==> src/rtl/wmb_fifo.sv <==
`default_nettype none
// ----------------------------------------------------------------------------
// wmb_fifo
// Short job queue between the front and the back end.
// ----------------------------------------------------------------------------
module wmb_fifo #(
    parameter int W     = 8,
    parameter int DEPTH = 4
) (
    input  wire logic         i_clk,
    input  wire logic         i_rst_n,
    input  wire logic         i_push_valid,
    output logic              o_push_ready,
    input  wire logic [W-1:0] i_push_data,
    output logic              o_pop_valid,
    input  wire logic         i_pop_ready,
    output logic [W-1:0]      o_pop_data
);

    localparam int PTR_W = $clog2(DEPTH);
    localparam int CNT_W = $clog2(DEPTH + 1);

    logic [W-1:0]     r_mem [DEPTH];
    logic [PTR_W-1:0] r_wr_ptr;
    logic [PTR_W-1:0] r_rd_ptr;
    logic [CNT_W-1:0] r_count;
    logic             push;
    logic             pop;

    assign o_push_ready = (r_count != CNT_W'(DEPTH));
    assign o_pop_valid  = (r_count != '0);
    assign o_pop_data   = r_mem[r_rd_ptr];
    assign push         = i_push_valid && o_push_ready;
    assign pop          = o_pop_valid && i_pop_ready;

    // pointers and fill level
    always_ff @(posedge i_clk) begin
        if (!i_rst_n) begin
            r_wr_ptr <= '0;
            r_rd_ptr <= '0;
            r_count  <= '0;
        end else begin
            if (push) begin
                r_wr_ptr <= (r_wr_ptr == PTR_W'(DEPTH - 1)) ? '0 : r_wr_ptr + 1'b1;
            end
            if (pop) begin
                r_rd_ptr <= (r_rd_ptr == PTR_W'(DEPTH - 1)) ? '0 : r_rd_ptr + 1'b1;
            end
            if (push && !pop) begin
                r_count <= r_count + 1'b1;
            end else if (pop && !push) begin
                r_count <= r_count - 1'b1;
            end
        end
    end

    // storage
    always_ff @(posedge i_clk) begin
        if (push) begin
            r_mem[r_wr_ptr] <= i_push_data;
        end
    end

endmodule
`default_nettype wire

==> config.mk <==
export PLATFORM = sky130hd
export DESIGN_NAME = wmb_fifo
export DESIGN_NICKNAME = d
export VERILOG_FILES = /design/src/rtl/wmb_fifo.sv
export SDC_FILE = /design/constraint.sdc
export NUM_CORES = 1
export LEC_CHECK = 0
export BUFFER_PORTS_ARGS = -buffer_cell sky130_fd_sc_hd__buf_2
export CAP_MARGIN = 10
export CORE_MARGIN = 2
export CORE_UTILIZATION = 30
export DETAILED_ROUTE_END_ITERATION = 16
export SYNTH_ARGS = -nofsm -noshare
export SYNTH_HDL_FRONTEND = slang
export SYNTH_SLANG_ARGS = --single-unit
==> constraint.sdc <==
create_clock -name i_clk -period 2.9 [get_ports i_clk]
set_input_delay 0.145 -clock i_clk [delete_from_list [all_inputs] [get_ports i_clk]]
set_output_delay 0.145 -clock i_clk [all_outputs]
set_load 0.02 [all_outputs]
# --- Word level (Yosys, flattened, before mapping) ---
# Memory sizes are Yosys's and may differ from the RTL's. A register that Yosys moved wholly into a read port is not among the register bits.
# Index checks and enable logic that the tools add are counted.
classes:
  addsub: 4
  muxes: 8
  n_eq_ne: 3
  n_reduce_logical: 8
ops:
  columns: ["cell", "count"]
  rows:
  - ["$mux 2", 4]
  - ["$mux 3", 2]
  - ["$add 2x1->2 const B", 2]
  - ["$eq 2x2->1 const B", 2]
  - ["$logic_and 1x1->1", 4]
  - ["$add 3x1->3 const B", 1]
  - ["$ne 3x3->1 const B", 1]
  - ["$reduce_bool 3->1", 1]
  - ["$sub 3x1->3 const B", 1]
  - ["$logic_not 1->1", 2]
  - ["$mux 1", 2]
  - ["$reduce_bool 2->1", 1]
totals:
  elab_cells: 27
  out_inout_bits: 10
  reg_bits: 7
  ram_bits: 32
  mem_count: 1
  in_bits: 12
memory_table:
  columns: ["memory", "depth", "word_bits", "rd", "rd_ports_with_merged_regs", "wr", "line", "source"]
  rows:
  - ["r_mem", 4, 8, 1, 1, 1, "23", "logic [W-1:0] r_mem [DEPTH];"]

# --- Longest topological paths before layout ---
logic_depth:
  word_depth: 6
  ltp_mapped: 9
  mapped_depth_nobuf: 8

# --- Worst setup path after synthesis ---
# Ideal clock, no wire load.
synth_path:
  path_kind: "reg2reg"
  from: "register r_count[0]"
  to: "register r_count[2]"
  stages_incl_launch_ff: 10
  period_less_slack_ps: 2231
  setup_slack_ps: 669
  setup_ps: 76
  required_ps: 2824
  path_buffers: 1
  arrival_time_ps: 2155
  path_cell_list: "dfxtp_1 > or3b_1 > clkbuf_2 > and2_4 > ha_1 > inv_1 > fa_1 > xor2_1 > or3_2 > a21boi_0"
synth_between:
  elab_chain_len: 5
  elab_cells_between_ends: 13
  cone_classes: "2 x add/sub; 1 x eq/ne; 2 x mux; 8 x reduce/logical"
synth_rtl:
  columns: ["item", "line", "source"]
  rows:
  - ["start: declaration", "26", "logic [CNT_W-1:0] r_count;"]
  - ["start signal: assignment", "50", "r_count <= r_count + 1'b1;"]
  - ["start signal: assignment", "52", "r_count <= r_count - 1'b1;"]
  - ["$ne 3x3->1 (*)", "30", "assign o_push_ready = (r_count != CNT_W'(DEPTH));"]
  - ["via o_push_ready", "13", "output logic o_push_ready,"]
  - ["$logic_and 1x1->1 (*)", "33", "assign push = i_push_valid && o_push_ready;"]
  - ["via push", "27", "logic push;"]
  - ["$logic_not 1->1", "51", "end else if (pop && !push) begin"]
  - ["$logic_and 1x1->1", "51", null]
  - ["$reduce_bool 2->1 (no line)", null, null]
# The timed path passes the listed nets; every way through them passes the cells marked *. The select of a mux whose other input is x is not followed.
# A chain may end at the register's enable or synchronous reset.

# --- Worst setup path in the final report ---
layout_path:
  from: "register r_count[0]"
  to: "register r_count[2]"
layout_between:
  elab_chain_len: 5
  elab_cells_between_ends: 13
  cone_classes: "2 x add/sub; 1 x eq/ne; 2 x mux; 8 x reduce/logical"
layout_rtl:
  columns: ["item"]
  rows:
  - ["parallel branches: the longest is 5 deep, another holds $sub 3x1->3"]
# Several ways; the timed one is not identified. The select of a mux whose other input is x is not followed.

==> impl_metrics.yaml <==
outcome:
  status: "finished clean"
final_layout:
  fin_cells: 187
  area_growth_pct: 17.1
  regArea_um2: 1140
  layout-drive-gt1-share: 0.368
  fin_nets: 136
  multi_input_area_um2: 465
  diodes: 0
  final_cell_mix: "edfxtp_1 (32), buf_2 (21), dfxtp_1 (9)"
  nFillCells: 490
  layout_commonest_cell: "edfxtp_1"
logic_synthesis:
  synth_warnings: 0
  synth_area_leader_cell: "edfxtp_1"
  ys_seq_area_frac: 0.698
  ys_ff_latch: 41
  synth_top_area_share: 0.588
  syn-num-nets: 112
  synth_area_um2: 1640
  postSynthAreaPerCell_um2: 17.6
  syn_inst: 93
  synth_cell_types: 26
  ys_top_cells_by_area: "edfxtp_1 (59%), dfxtp_1 (11%), mux4_2 (11%)"
grt:
  grt_pass1_wl_mm: 4.40
  grt_pass1_vias: 901
  grt_use_total: 0.0987
  grt_max_degree: 13
  antenna_found_initial: 0
  grt_overflow: 0
floorplan:
  die_h_um: 77.8
  std_cell_rows: 26
  core_area_um2: 5170
  die_area_um2: 6060
  ios: 22
  start_util: 0.316
  fp.dieW_um: 77.8
sta:
  holdWs_ns: 0.0693
  slew_headroom: 0.619
  rsz0062_at_grt: "false"
  fmax_mhz: 407
  tightest_slew_ns: 0.570
  drv_slew: 0
  setup_viol: 0
  timing.setup.tns_ns: 0
  skew_ns: 0.00302
  finalCritPeriodShare: 0.848
  hold_violations: 0
  fin_crit_ns: 2.46
setup_path:
  required_ns: 3.11
  start_kind: "flip-flop"
  critical_path.max_fanout: 5
  cp.arrival_ns: 2.67
  path_cells: "o31ai_1 -> ha_1 -> inv_1 -> fa_1 -> xor2_1 -> or3_2 -> a21boi_0"
  setup.worst_path.class: "reg -> reg"
  crit_family: "compound AO/OA/AOI/OAI gates"
  cp_slowest_stage_delay_ns: 0.52
  end_kind: "flip-flop"
  critPathSlowestCell: "o31ai_1"
  path_buf_inv: 1
routing:
  drt-vias-per-instance: 4.58
  first_pass_iters: 4
  routedWlPerCell_um: 14.2
  num_vias: 857
  final_antenna_net_count: 0
  drt_iter0_drc: 62
  drc: 0
  routed_wl_mm: 2.66
placed_design:
  placed_cells: 180
  gp_congestion: 0.800
  port_buffers: 21
  hpwl_mm: 1.87
cts:
  ctsHtreeMaxLevel: 2
  clockRootBuffer: "clkbuf_8"
  clk_latency_ns: 0.29
  numCtsBuffers: 5
  cts-resized-gates: 0
  cts_tree: "yes"
  post_cts_buffers: 0
  clock-sinks: 41
  clk_pin_slew_worst_paths_ns: 0.07
  clock_path_buffers: 2
  ctsHoldBuffers: 0
power:
  p_leak_nw: 0.689
  max-vdd-ir-drop_v: 0.000367
  total_power_mw: 1.70
  powerDensity_nw_per_um2: 890
job:
  drv_cap: 0
min_path:
  min_path_type: "in -> reg"
report_power, final:
| part | leakage [nW] | switching (mW) | internal (mW) |
|---|---|---|---|
| clock | 0.0540 | 0.178 | 0.250 |
| combinational | 0.267 | 0.251 | 0.222 |
| sequential | 0.367 | 0.0800 | 0.724 |
synthesized netlist by cell type (all sizes together):
| cell | instances |
|---|---|
| mux2i | 2 |
| nand3 | 2 |
| or3b | 1 |
| clkbuf | 2 |
| xnor2 | 1 |
| or3 | 2 |
| nor2b | 1 |
| fa | 1 |
| nor2 | 2 |
| buf | 2 |
| and3 | 4 |
| o21ai | 4 |
| nand2 | 5 |
| and2 | 2 |
| o31ai | 1 |
| nand4 | 1 |
| dfxtp | 9 |
| a21boi | 1 |
| xor2 | 1 |
| ha | 6 |
| edfxtp | 32 |
| inv | 3 |
| mux4 | 8 |
metrics by stage:
stage                     worst slack [ns]  instance area, µm²   util
after floorplan                      0.669                1640      -
after global placement               0.626                1810  0.350
after detailed placement             0.451                1810  0.350
after CTS                            0.426                1910  0.370
after global routing                 0.280                1910  0.370
final                                0.440                1910  0.370
worst reg2reg max path: stages (launching register included):
cell,delay [ns]
dfxtp_1,0.37
o31ai_1,0.52
ha_1,0.29
inv_1,0.07
fa_1,0.38
xor2_1,0.17
or3_2,0.41
a21boi_0,0.17
final cells by class:
cell class	instances	area share
Sequential cell	41	0.596
Multi-Input combinational cell	45	0.243
Timing Repair Buffer	21	0.0549
Tap cell	70	0.0458
Clock buffer	5	0.0359
Clock inverter	2	0.0183
Inverter	3	0.00588
registers in the layout (all words and copies together), names as in the netlist, named ones only:
name	flops
r_rd_ptr	2
r_wr_ptr	2
r_mem	32
r_count	3
path summary, 6_finish.rpt:
| path | depth (start not counted) | slack, ns | endpoint | from |
|---|---|---|---|---|
| hold reg to reg | 2 | 0.51 | r_wr_ptr[1] | r_wr_ptr[1] |
| setup / recovery | 7 | 0.44 | r_count[2] | r_count[0] |
| hold / removal | 1 | 0.07 | r_mem[2][1] | i_push_data[1] |
| setup reg to reg | 7 | 0.44 | r_count[2] | r_count[0] |
per-layer routing:
| metal | share of wire | up-vias | wire length (µm) | GRT usage |
|---|---|---|---|---|
| li1 | - | 401 | - | - |
| met1 | 0.41 | 429 | 1100 | 0.113 |
| met2 | 0.51 | 22 | 1350 | 0.160 |
| met3 | 0.060 | 5 | 161 | 0.0326 |
| met4 | 0.020 | 0 | 54 | 0.0589 |
| met5 | 0 | - | 0 | 0 |
logic make-up after synthesis:
logic type,count (synthesis),synth area share
and+or+nand+nor,20,0.0719
DFF,41,0.698
adders and majority gates,7,0.0581
AOI/OAI and AO/OA,6,0.0214
muxes,10,0.122
xor gates and xnor gates,2,0.0107
buffers and inverters,7,0.0176
(Power assumes the default switching activity.)
