`src/rtl/wmb_pkg.sv`:
```
`default_nettype none
// ----------------------------------------------------------------------------
// wmb_pkg
// Shared constants, register codes and width helpers of the window mean
// binarizer.
// ----------------------------------------------------------------------------
package wmb_pkg;

    // pixel and result field widths
    localparam int CH_W       = 8;
    localparam int PIX_W      = 10;   // R+G+B sum of one pixel
    localparam int DRAW_W     = 20;
    localparam int POS_W      = 10;
    localparam int CFG_IDX_W  = 2;
    localparam int CFG_DATA_W = 11;

    // decision constants
    localparam int LEVEL_MAX  = 255;
    localparam int WHITE_SUM  = 3 * LEVEL_MAX;
    localparam int DRAW_SCALE = 1000 * 1000;
    localparam int WHITE_W    = 10;   // bits of WHITE_SUM

    // configuration register indexes
    typedef enum logic [CFG_IDX_W-1:0] {
        CFG_WIDTH  = 2'd0,
        CFG_HEIGHT = 2'd1,
        CFG_MODE   = 2'd2
    } t_cfg_idx;

    // bits of one window column sum
    function automatic int csum_bits(input int side);
        return $clog2(side * WHITE_SUM + 1);
    endfunction

    // bits of one window column count
    function automatic int ccnt_bits(input int side);
        return $clog2(side + 1);
    endfunction

    // bits of one job word passed from front to back
    function automatic int job_bits(input int side);
        return side * (csum_bits(side) + ccnt_bits(side)) + PIX_W + 1 + DRAW_W
               + 2 * POS_W + 1;
    endfunction

endpackage
`default_nettype wire

```
`src/rtl/wmb_if.sv`:
```
`default_nettype none


interface wmb_res_if import wmb_pkg::*; ();
    logic             valid;
    logic             ready;
    logic [POS_W-1:0] pos_x;
    logic [POS_W-1:0] pos_y;
    logic             closest_white;
    logic             random_white;
    logic             frame_last;

    modport source (output valid, pos_x, pos_y, closest_white, random_white, frame_last,
                    input ready);
    modport sink   (input valid, pos_x, pos_y, closest_white, random_white, frame_last,
                    output ready);
endinterface

`default_nettype wire

```
`src/rtl/wmb_back.sv`:
```
`default_nettype none
// ----------------------------------------------------------------------------
// wmb_back
// Sums the window, or takes the centre pixel when the mode bit is clear, forms both
// threshold decisions and holds the result word in the output register.
// ----------------------------------------------------------------------------
module wmb_back import wmb_pkg::*; #(
    parameter int WINDOW_RADIUS = 2
) (
    input  wire logic i_clk,
    input  wire logic i_rst_n,
    input  wire logic i_job_valid,
    output logic      o_job_ready,
    input  wire logic [job_bits(2*WINDOW_RADIUS+1)-1:0] i_job,
    wmb_res_if.source o_res
);

    localparam int SIDE   = 2 * WINDOW_RADIUS + 1;
    localparam int CSUM_W = csum_bits(SIDE);
    localparam int CCNT_W = ccnt_bits(SIDE);
    localparam int WSUM_W = $clog2(SIDE * SIDE * WHITE_SUM + 1);
    localparam int CNT_W  = $clog2(SIDE * SIDE + 1);
    localparam int DN_W   = DRAW_W + CNT_W;
    localparam int M1_W   = WSUM_W + DRAW_W;
    localparam int M2_W   = DN_W + WHITE_W;
    localparam int PROD_W = (M1_W > M2_W) ? M1_W : M2_W;

    typedef struct packed {
        logic [SIDE-1:0][CSUM_W-1:0] csum;
        logic [SIDE-1:0][CCNT_W-1:0] ccnt;
        logic [PIX_W-1:0]            ctr;
        logic                        mode;
        logic [DRAW_W-1:0]           draw;
        logic [POS_W-1:0]            x;
        logic [POS_W-1:0]            y;
        logic                        last;
    } t_job;

    typedef struct packed {
        logic [POS_W-1:0] x;
        logic [POS_W-1:0] y;
        logic             last;
    } t_tag;

    t_job              job;
    logic [WSUM_W-1:0] sum_b;
    logic [CNT_W-1:0]  sum_n;
    logic              en_a;
    logic              en_b;
    logic              en_c;
    logic              en_d;

    // window sum stage
    logic              r_a_v;
    logic [WSUM_W-1:0] r_a_b;
    logic [CNT_W-1:0]  r_a_n;
    logic [DRAW_W-1:0] r_a_draw;
    t_tag              r_a_tag;

    // product stage
    logic              r_b_v;
    logic [PROD_W-1:0] r_b_m1;
    logic [DN_W-1:0]   r_b_dn;
    logic [WSUM_W:0]   r_b_2b;
    logic [WSUM_W:0]   r_b_wn;
    t_tag              r_b_tag;

    // scale stage
    logic              r_c_v;
    logic              r_c_cw;
    logic [PROD_W-1:0] r_c_m1;
    logic [PROD_W-1:0] r_c_m2;
    t_tag              r_c_tag;

    // output register
    logic              r_d_v;
    logic              r_d_cw;
    logic              r_d_rw;
    t_tag              r_d_tag;

    assign job = i_job;

    // stall chain
    assign en_d        = !r_d_v || o_res.ready;
    assign en_c        = !r_c_v || en_d;
    assign en_b        = !r_b_v || en_c;
    assign en_a        = !r_a_v || en_b;
    assign o_job_ready = en_a;

    // add the column sums and counts
    always_comb begin
        sum_b = '0;
        sum_n = '0;
        for (int j = 0; j < SIDE; j++) begin
            sum_b = sum_b + WSUM_W'(job.csum[j]);
            sum_n = sum_n + CNT_W'(job.ccnt[j]);
        end
    end

    // valid bits
    always_ff @(posedge i_clk) begin
        if (!i_rst_n) begin
            r_a_v <= 1'b0;
            r_b_v <= 1'b0;
            r_c_v <= 1'b0;
            r_d_v <= 1'b0;
        end else begin
            if (en_a) r_a_v <= i_job_valid;
            if (en_b) r_b_v <= r_a_v;
            if (en_c) r_c_v <= r_b_v;
            if (en_d) r_d_v <= r_c_v;
        end
    end

    // datapath
    always_ff @(posedge i_clk) begin
        if (en_a) begin
            r_a_b    <= job.mode ? sum_b : WSUM_W'(job.ctr);
            r_a_n    <= job.mode ? sum_n : CNT_W'(1);
            r_a_draw <= job.draw;
            r_a_tag  <= '{x: job.x, y: job.y, last: job.last};
        end
        if (en_b) begin
            r_b_m1  <= PROD_W'(r_a_b * DRAW_W'(DRAW_SCALE));
            r_b_dn  <= DN_W'(r_a_draw * r_a_n);
            r_b_2b  <= {r_a_b, 1'b0};
            r_b_wn  <= (WSUM_W+1)'(r_a_n * WHITE_W'(WHITE_SUM));
            r_b_tag <= r_a_tag;
        end
        if (en_c) begin
            r_c_cw  <= !(r_b_2b < r_b_wn);
            r_c_m1  <= r_b_m1;
            r_c_m2  <= PROD_W'(r_b_dn * WHITE_W'(WHITE_SUM));
            r_c_tag <= r_b_tag;
        end
        if (en_d) begin
            r_d_cw  <= r_c_cw;
            r_d_rw  <= (r_c_m1 > r_c_m2);
            r_d_tag <= r_c_tag;
        end
    end

    assign o_res.valid         = r_d_v;
    assign o_res.pos_x         = r_d_tag.x;
    assign o_res.pos_y         = r_d_tag.y;
    assign o_res.closest_white = r_d_cw;
    assign o_res.random_white  = r_d_rw;
    assign o_res.frame_last    = r_d_tag.last;

endmodule
`default_nettype wire

```
`src/flat_wrapper.sv`:
```
// flat-port wrapper written by rule: the top's interface ports become plain ports
module wmb_back_flat import wmb_pkg::*;
#(
    parameter int WINDOW_RADIUS = 2
)
  (i_clk, i_rst_n, i_job_valid, o_job_ready, i_job, o_res_valid, o_res_pos_x, o_res_pos_y, o_res_closest_white, o_res_random_white, o_res_frame_last, o_res_ready);
  wmb_res_if o_res_i ();
  input  wire logic i_clk;
  input  wire logic i_rst_n;
  input  wire logic i_job_valid;
  output logic o_job_ready;
  input  wire logic [job_bits(2*WINDOW_RADIUS+1)-1:0] i_job;
  output wire logic [$bits(o_res_i.valid)-1:0] o_res_valid;
  output wire logic [$bits(o_res_i.pos_x)-1:0] o_res_pos_x;
  output wire logic [$bits(o_res_i.pos_y)-1:0] o_res_pos_y;
  output wire logic [$bits(o_res_i.closest_white)-1:0] o_res_closest_white;
  output wire logic [$bits(o_res_i.random_white)-1:0] o_res_random_white;
  output wire logic [$bits(o_res_i.frame_last)-1:0] o_res_frame_last;
  input wire logic [$bits(o_res_i.ready)-1:0] o_res_ready;
  assign o_res_valid = o_res_i.valid;
  assign o_res_pos_x = o_res_i.pos_x;
  assign o_res_pos_y = o_res_i.pos_y;
  assign o_res_closest_white = o_res_i.closest_white;
  assign o_res_random_white = o_res_i.random_white;
  assign o_res_frame_last = o_res_i.frame_last;
  assign o_res_i.ready = o_res_ready;
  wmb_back #(.WINDOW_RADIUS(WINDOW_RADIUS)) u_core (.i_clk(i_clk), .i_rst_n(i_rst_n), .i_job_valid(i_job_valid), .o_job_ready(o_job_ready), .i_job(i_job), .o_res(o_res_i));
endmodule
```
`config.mk`:
```
export PLATFORM = sky130hd
export DESIGN_NAME = wmb_back_flat
export DESIGN_NICKNAME = d
export VERILOG_FILES = /design/src/rtl/wmb_pkg.sv /design/src/rtl/wmb_if.sv /design/src/rtl/wmb_back.sv /design/src/flat_wrapper.sv
export SDC_FILE = /design/constraint.sdc
export NUM_CORES = 1
export LEC_CHECK = 0
export ABC_AREA = 0
export BUFFER_PORTS_ARGS = -buffer_cell sky130_fd_sc_hd__buf_4
export CAP_MARGIN = 25
export CORE_ASPECT_RATIO = 1.2
export CORE_MARGIN = 1
export CORE_UTILIZATION = 61
export DETAILED_ROUTE_END_ITERATION = 8
export HOLD_SLACK_MARGIN = 0.08
export PLACE_DENSITY_LB_ADDON = 0.05
export SETUP_SLACK_MARGIN = 0.3
export SYNTH_ARGS = -nofsm -noshare
export SYNTH_HDL_FRONTEND = slang
export SYNTH_SLANG_ARGS = --single-unit
```
`constraint.sdc`:
```
create_clock -name i_clk -period 13.9 [get_ports i_clk]
set_input_delay 0.695 -clock i_clk [delete_from_list [all_inputs] [get_ports i_clk]]
set_output_delay 0.695 -clock i_clk [all_outputs]
set_load 0.01 [all_outputs]
```
=== Yosys cells after proc, flatten, opt, wreduce, memory -nomap -nowiden ===
Index checks and enable logic that the tools add are counted.

* Shift operators: 0
* Reduce and logical (&&, ||, !) cells: 9
* Bitwise operators: 0
* Equal/unequal tests: 0
* Multiply operators: 4
* Multiplexer cells: 1
* $add $sub $neg: 8
* $lt $le $gt $ge: 2
* Divide/modulo/power cells: 0

{| class="wikitable"
|+ Operators with widths
! operator !! number
|-
| $add A15 B12 Y15 || 3
|-
| $gt A35 B35 Y1 || 1
|-
| $mul A25 B10 Y35 const B || 1
|-
| $mul A15 B14 Y29 const B || 1
|-
| $mul A20 B5 Y25 || 1
|-
| $lt A16 B15 Y1 || 1
|-
| $add A5 B3 Y5 || 3
|-
| $mul A5 B10 Y15 const B || 1
|-
| $add A12 B12 Y13 || 1
|-
| $mux W10 || 1
|-
| $logic_not A1 Y1 || 5
|-
| $add A3 B3 Y4 || 1
|-
| $logic_or A1 B1 Y1 || 4
|}

* Bits in read-only memories: 0
* Memory bits (writable): 0
* Output and inout bits: 25
* Memories kept: 0
* Logic and storage cells: 53
* Input bits: 131
* Latch bits: 0
* Register bits: 279

=== Depth between registers and ports, before layout ===
Gate-level depths: netlist of the first run.

* Depth in word-level cells: 5
* Gate-level depth with buffers: 20
* Depth with buffers taken out: 20

=== Worst setup path before layout of the first run ===
Ideal clock, no wire load.

* Kind: register to register
* Start point: reg u_core.r_a_b[1]
* End point: reg u_core.r_b_m1[34], data pin
* Data arrival time: 5.012 ns
* Setup time: 0.259 ns
* Cell stages (with the launch flop): 19
* Clock period less this slack: 5.271 ns
* Required time: 13.641 ns
* Setup slack: 8.629 ns
* Buffers on the path: 0
* Path through: edfxtp_1 -> inv_1 -> fa_1 -> inv_1 -> fa_1 -> fa_1 -> fa_1 -> ha_1 -> inv_1 -> fa_1 -> inv_1 -> ha_1 -> a21o_1 -> a21o_1 -> a21oi_1 -> nor3_1 -> nor3_1 -> nand2_1 -> a211o_1

* Cells in the longest elaborated chain, start to end: 1

{| class="wikitable"
|+ RTL lines
! element !! line !! text
|-
| from (decl) || wmb_back.sv:55 || <nowiki>logic [WSUM_W-1:0] r_a_b;</nowiki>
|-
| from (signal assigned) || wmb_back.sv:118 || <nowiki>r_a_b <= job.mode ? sum_b : WSUM_W'(job.ctr);</nowiki>
|-
| $mul A15 B14 Y29 || wmb_back.sv:124 || <nowiki>r_b_m1 <= PROD_W'(r_a_b * DRAW_W'(DRAW_SCALE));</nowiki>
|-
| to (signal assigned) || wmb_back.sv:124 ||
|-
| to (decl) || wmb_back.sv:62 || <nowiki>logic [PROD_W-1:0] r_b_m1;</nowiki>
|}

No other way between the ends.
A chain may end at the register's enable or synchronous reset.

=== Worst setup path in the final report of the first run ===
Ends and elaborated chain as after synthesis.

==> run summary, run 1 <==
cell with the most instances after synthesis: inv_1
startpoint types: flip-flop
clk slew on worst S/H paths: 0.06 ns
number of buffers added on ports: 155
number of H-tree levels: 1
first-pass GRT wire length: 81.4 mm
DRC: 0
PostCTS Resize Cnt: 0
Syn-to-layout area delta: 11.2%
nets@finish: 3109
Filler cells: 3004
area leader, netlist: edfxtp_1
Worst EP arrival: 6.01 ns
post-synth cell types: 64
RSZ-0062 raised after global routing: no
Slew Limit Fails: 0
Clock Tree Buf Depth: 3
crit path max fanout: 7
vias in the first global route: 16900
total gr overflow: 0
Final HPWL DP: 39.7 mm
Critical path buffers and inverters: 4
final setup margin: 8.21 ns
synth top area cells: edfxtp_1, fa_1, ha_1
fmax: 176 MHz
Post-synth top cells: inv_1, ha_1, fa_1, edfxtp_1, a21oi_1
Final TNS setup: 0 ns
Hold Buf Count CTS: 0
crit path time final: 5.69 ns
GPL Wtd Cong: 0.889
CP max-delay cell: fa_1
final period utilization: 0.409
antenna viol nets, final: 0
total vias in the final route: 15700
Crit Path Class: flip-flop to flip-flop
die area: 0.0418 sq mm
flops & latches, synth: 276
final setup vio count: 0
Rows: 80
Total GRT Usage: 0.243
hold crit path type: input port to flip-flop
worst reg2reg path depth: 18
max-cap viol count: 0
hold_ws: 0.290 ns
status: finished, final reports clean
Final Hold Fails: 0
antenna violations before repair: 3
post-CTS setup buffer count: 0
Max-slew headroom: 0.393
clock tree from TritonCTS: yes
share of cells above drive strength 1: 0.0977
EDFF count, synth: 272
sequential cell area fraction in the yosys report: 0.330
I/O pin cnt: 156
pre-CTS setup slack: 8.17 ns
Mapped Area: 0.0250 sq mm
Layout Skew: 0.0246 ns
Syn. warnings: 0
worst-margin pin slew: 0.910 ns
1st-iter DRT viols: 712
async set-reset flop share out of synthesis: 0
Worst EP required: 14.22 ns
Synth top area share: 0.326
CP Capture Type: flip-flop
drt pass-1 iters: 5
largest net degree at the start of global routing: 87
Die Wd: 187 um
Crit path largest cell delay: 0.57 ns
critical path depth in cells: 18
clock sinks: 276
number of vias per cell: 5.41
dominant synthesized flop cell: edfxtp_1
clock latency on the worst-skew pair: 0.58 ns
Avg Cell Area, Syn: 11.4 sq um
most used cell, CP: fa_1
fin util: 0.693
syn nets: 2945
routed length per instance: 16.6 um
clock root buffer: clkbuf_16
Reg area: 0.00825 sq mm
ant diodes: 0
cell count after synthesis: 2188
Routed WL: 48.4 mm
Multi-input gate area: 0.0148 sq mm
worst path cell trace: inv_1 -> fa_1 -> inv_1 -> fa_1 -> fa_1 -> fa_1 -> ha_1 -> inv_1 -> fa_1 -> inv_1 -> ha_1 -> a21o_1 -> a21o_1 -> a21oi_1 -> nor3_1 -> nor3_1 -> nand2_1 -> a211o_1
cell family with most CP delay: adder cells
Die Ht: 224 um
Initial Util: 0.623
Core ar.: 0.0401 sq mm
Num CTS Buffers: 29
hold depth: 1
area by class of cell:
class | count | share of cell area
multi-input cells | 1389 | 0.533
flip-flops and latches | 276 | 0.296
well taps | 533 | 0.0240
clock inverters | 19 | 0.00922
clock buffers | 35 | 0.0272
inverters | 498 | 0.0673
repair buffers | 158 | 0.0433
worst paths after layout:
kind | from | end | slack, ns
worst min-delay path | i_job[40] | u_core.r_a_draw[19] | 0.29
worst max register to register | u_core.r_a_b[1] | u_core.r_b_m1[34] | 8.21
worst min register to register | u_core.r_c_tag[19] | u_core.o_res.pos_x[8] | 0.41
worst max-delay path | u_core.r_a_b[1] | u_core.r_b_m1[34] | 8.21
state kept, by name, summed over array words and instances, names as in the netlist, 20 cells and up:
register,count
u_core.r_c_tag,21
u_core.r_c_m2,35
u_core.r_b_dn,25
u_core.r_c_m1,29
u_core.r_b_tag,21
u_core.r_a_draw,20
u_core.r_a_tag,21
u_core.r_b_m1,29
cell usage in the layout (no fill, tap or decap), types with 5 or more instances in the layout:
cell type and n:
a211oi_1 10, o31ai_1 8, nand2_1 80, xor2_1 31, nand4_1 17, fa_1 280
xnor2_1 70, nor2_1 57, mux2_2 8, clkinv_2 5, nand3_1 21, clkbuf_1 5
o21ai_1 22, inv_1 496, clkbuf_16 29, a21o_1 70, nand2b_1 7, bufinv_16 5
a31oi_1 7, and2_1 68, and3_1 16, o21a_1 17, nor2b_1 17, o21ai_0 18
o211ai_1 5, or3_1 6, o21bai_1 12, nor4_1 5, a21oi_1 92, or4_1 5
edfxtp_1 272, buf_4 157, ha_1 346, a221oi_1 8, nor3_1 25
worst reg2reg max path: stages, from the launching register on:
cell	delay (ns)
edfxtp_1	0.51
inv_1	0.11
fa_1	0.54
inv_1	0.05
fa_1	0.50
fa_1	0.57
fa_1	0.42
ha_1	0.29
inv_1	0.05
fa_1	0.49
inv_1	0.04
ha_1	0.35
a21o_1	0.20
a21o_1	0.17
a21oi_1	0.28
nor3_1	0.11
nor3_1	0.34
nand2_1	0.16
a211o_1	0.28
logic make-up after synthesis:
logic type | Yosys count | share of synthesized area
mux | 12 | 0.00520
xor+xnor | 101 | 0.0354
fa+ha+maj | 626 | 0.397
flops | 276 | 0.330
simple gates | 336 | 0.0686
buf+inv | 523 | 0.0784
compound gates | 314 | 0.0858
stage by stage:
stage / area (sq um) / std cells
finish: 27800 / 2908
global route: 27800 / 2908
CTS: 27800 / 2907
detailed placement: 26800 / 2853
global placement: 26800 / 2853
floorplan: 25000 / 2188
layer usage:
metal	up-vias	track usage	wire length, um	part of all wire
met1	7720	0.299	20200	0.42
met2	314	0.453	25100	0.52
li1	7621	-	-	-
met4	4	0.0643	1180	0.024
met5	-	0	32	0.00066
met3	80	0.0271	1870	0.039
Power of run 1 is left out: the tool's default activity adds up to more than one toggle a clock period on the data nets, which glitch-free logic cannot reach.
==> run 2: changes to the inputs <==
--- a/config.mk
+++ b/config.mk
@@ -5,7 +5,7 @@
 export SDC_FILE = /design/constraint.sdc
 export NUM_CORES = 1
 export LEC_CHECK = 0
-export ABC_AREA = 0
+export ABC_AREA = 1
 export BUFFER_PORTS_ARGS = -buffer_cell sky130_fd_sc_hd__buf_4
 export CAP_MARGIN = 25
 export CORE_ASPECT_RATIO = 1.2
==> constraint.sdc (replaced) <==
create_clock -name i_clk -period 5.5 [get_ports i_clk]
set_input_delay 0.275 -clock i_clk [delete_from_list [all_inputs] [get_ports i_clk]]
set_output_delay 0.275 -clock i_clk [all_outputs]
set_load 0.01 [all_outputs]
==> run 2 against run 1 <==
Compared with the run above: the run now ends with DRC left; routed wire length is 20% higher; flip-flop and latch count stayed put; first-iteration DRC count is 20% higher; non-clock buffer count is 96 higher; final cell count is 28% higher; count of clock-buffer cells in the layout is 3 lower; clock skew is 0.0020 ns lower; utilization is 1.6 points higher; synthesized area is 6.6% higher; register-to-register slack worse by 7.7 ns; critical path depth stayed put; hold slack worse by 0.16 ns; critical path type unchanged; largest cell class unchanged.
==> run summary, run 2 <==
sequential cell area fraction in the yosys report: 0.309 (-0.0205)
pre-CTS setup slack: 0.101 ns (-8.07 ns)
worst-margin pin slew: 0.950 ns (+0.0398 ns)
area leader, netlist: edfxtp_1
complex-gate fraction of the synthesized area: 0.0415 (-0.0443)
fmax: 202 MHz (+15%)
routed length per instance: 15.6 um (-6.4%)
share of cells above drive strength 1: 0.0967 (-0.00102)
RSZ-0062 raised after global routing: yes
largest family of logic cells by synthesized area: adder cells
syn nets: 3639 (+24%)
Worst EP required: 5.80 ns (-8.42 ns)
drt pass-1 iters: 9 (+4)
flops & latches, synth: 276 (unchanged)
crit path time final: 4.95 ns (-0.735 ns)
hold crit path type: input port to flip-flop
Max-slew headroom: 0.367 (-0.0266)
synth top area cells: edfxtp_1, fa_1, ha_1
Avg Cell Area, Syn: 9.26 sq um (-19%)
Post-synth top cells: inv_1, nand2_1, ha_1, fa_1, edfxtp_1
async set-reset flop share out of synthesis: 0 (unchanged)
Routed WL: 58.1 mm (+20%)
antenna viol nets, final: 0 (unchanged)
total vias in the final route: 19000 (+21%)
most common cell after layout, fill and taps aside: inv_1
number of vias per cell: 5.10 (-5.8%)
CP Capture Type: flip-flop
cell with the most instances after synthesis: inv_1
Rows: 83 (+3.8%)
number of H-tree levels: 1 (unchanged)
Core ar.: 0.0430 sq mm (+7.1%)
max-cap viol count: 0 (unchanged)
Final TNS setup: 0 ns (unchanged)
Most flops, register: u_core.r_c_m2
Die Wd: 193 um (+3.2%)
die area: 0.0446 sq mm (+6.5%)
vias in the first global route: 19900 (+18%)
Syn-to-layout area delta: 14.3%
startpoint types: flip-flop
Synth Area in XOR/XNOR: 0.0240 (-0.0114)
Initial Util: 0.621 (-0.00290)
Final Hold Fails: 0 (unchanged)
Mapped Area: 0.0267 sq mm (+6.6%)
clock root buffer: clkbuf_16
clock tree from TritonCTS: yes
max reg flops: 35 (unchanged)
antenna violations before repair: 0 (-3)
Total GRT Usage: 0.270 (+0.0271)
number of buffers added on ports: 155 (unchanged)
multiplexer area fraction after synthesis: 0 (-0.00520)
commonest cells after routing, fill and taps aside: inv_1, nand2_1, ha_1
EDFF count, synth: 272 (unchanged)
dominant synthesized flop cell: edfxtp_1
1st-iter DRT viols: 857 (+20%)
total gr overflow: 0 (unchanged)
Simple-Gate Fraction of Synth Area: 0.144 (+0.0755)
status: finished with violations
Clock Tree Buf Depth: 3 (unchanged)
GPL Wtd Cong: 0.927 (+4.3%)
Num CTS Buffers: 29 (unchanged)
clock latency on the worst-skew pair: 0.60 ns (+0.02 ns)
Crit Path Class: flip-flop to flip-flop
cell count after synthesis: 2882 (+32%)
clk slew on worst S/H paths: 0.07 ns (about the same)
Slew Limit Fails: 0 (unchanged)
Die Ht: 231 um (+3.2%)
Layout Skew: 0.0226 ns (-0.00197 ns)
I/O pin cnt: 156 (unchanged)
final period utilization: 0.901 (+0.491)
Final HPWL DP: 46.7 mm (+18%)
biggest regs: u_core.r_c_m2: 35 flops, u_core.r_b_m1: 29 flops, u_core.r_c_m1: 29 flops
Synth top area share: 0.306 (-0.0203)
failing checks: DRC
Syn. warnings: 0 (unchanged)
DRC: 10 (+10)
clock sinks: 276 (unchanged)
Worst EP arrival: 5.26 ns (-0.75 ns)
largest net degree at the start of global routing: 64 (-26%)
ant diodes: 0 (unchanged)
nets@finish: 3911 (+26%)
first-pass GRT wire length: 94.6 mm (+16%)
final setup margin: 0.547 ns (-7.67 ns)
post-synthesis adder-cell area fraction: 0.372 (-0.0246)
final setup vio count: 0 (unchanged)
crit path max fanout: 4 (-3)
post-synth cell types: 38 (-41%)
-- run 2: cell types whose count changed after synthesis, sizes merged, moves of 57 or more --
cell	before	now
nand3	21	88
nor2	57	135
a21o	70	10
xnor2	70	13
inv	498	759
and2	68	8
nand2	82	648
-- run 2: kinds of logic after synthesis --
| family | Yosys count |
|---|---|
| fa+ha+maj | 626 |
| compound gates | 205 |
| flops | 276 |
| xor+xnor | 73 |
| simple gates | 928 |
| buf+inv | 774 |
-- run 2: worst paths after layout --
path	from	to	slack [ns]	depth (start not counted)
worst min register to register	u_core.r_b_m1[19]	u_core.r_c_m1[19]	0.42	0
worst max register to register	u_core.r_b_dn[8]	u_core.r_c_m2[27]	0.55	18
worst max-delay path	u_core.r_b_dn[8]	u_core.r_c_m2[27]	0.55	18
worst min-delay path	o_res_ready	u_core.o_res.pos_y[1]	0.13	3
-- run 2: per-stage QoR --
stage / cell area (sq um) / cells / util / hold WS, ns
after floorplan: 26700 / 2882 / - / 0.374
after global placement: 28600 / 3587 / 0.665 / 0.401
after detailed placement: 28600 / 3588 / 0.665 / 0.405
after CTS: 30200 / 3699 / 0.702 / 0.113
after global routing: 30500 / 3728 / 0.709 / 0.114
final: 30500 / 3728 / 0.709 / 0.128
-- run 2: worst max-delay path: stages, from the launching register on --
cell	delay, ns
edfxtp_1	0.41
inv_1	0.17
fa_1	0.56
inv_1	0.05
fa_1	0.47
fa_1	0.54
fa_1	0.55
inv_1	0.06
fa_1	0.54
inv_1	0.05
ha_1	0.37
nand2_1	0.16
inv_1	0.05
a21oi_1	0.22
o21bai_1	0.11
nand2_1	0.09
nand3_1	0.08
nand2_1	0.07
nand2_1	0.11
-- run 2: routing by layer --
metal  GRT usage  share of wire
met5           0              0
met4      0.0864          0.031
met3      0.0286          0.037
met2       0.504           0.52
met1       0.322           0.41
-- run 2: repair_timing --
item,CTS,global route
hold buffers,55,0
gates resized for setup,2,16
buffers inserted,3,26
pin swaps,0,0
endpoints found under the hold margin,57,0
setup endpoints to repair,1,30
-- run 2: cell type report --
cell class                      count  area, sq um
Inverter                          761         2870
Clock buffer                       32          737
Multi-Input combinational cell   1832        15600
Clock inverter                     21          243
Tap cell                          552          691
Sequential cell                   276         8250
Fill cell                        3228        12500
Timing Repair Buffer              254         2130
Power of run 2 is left out for the same reason.
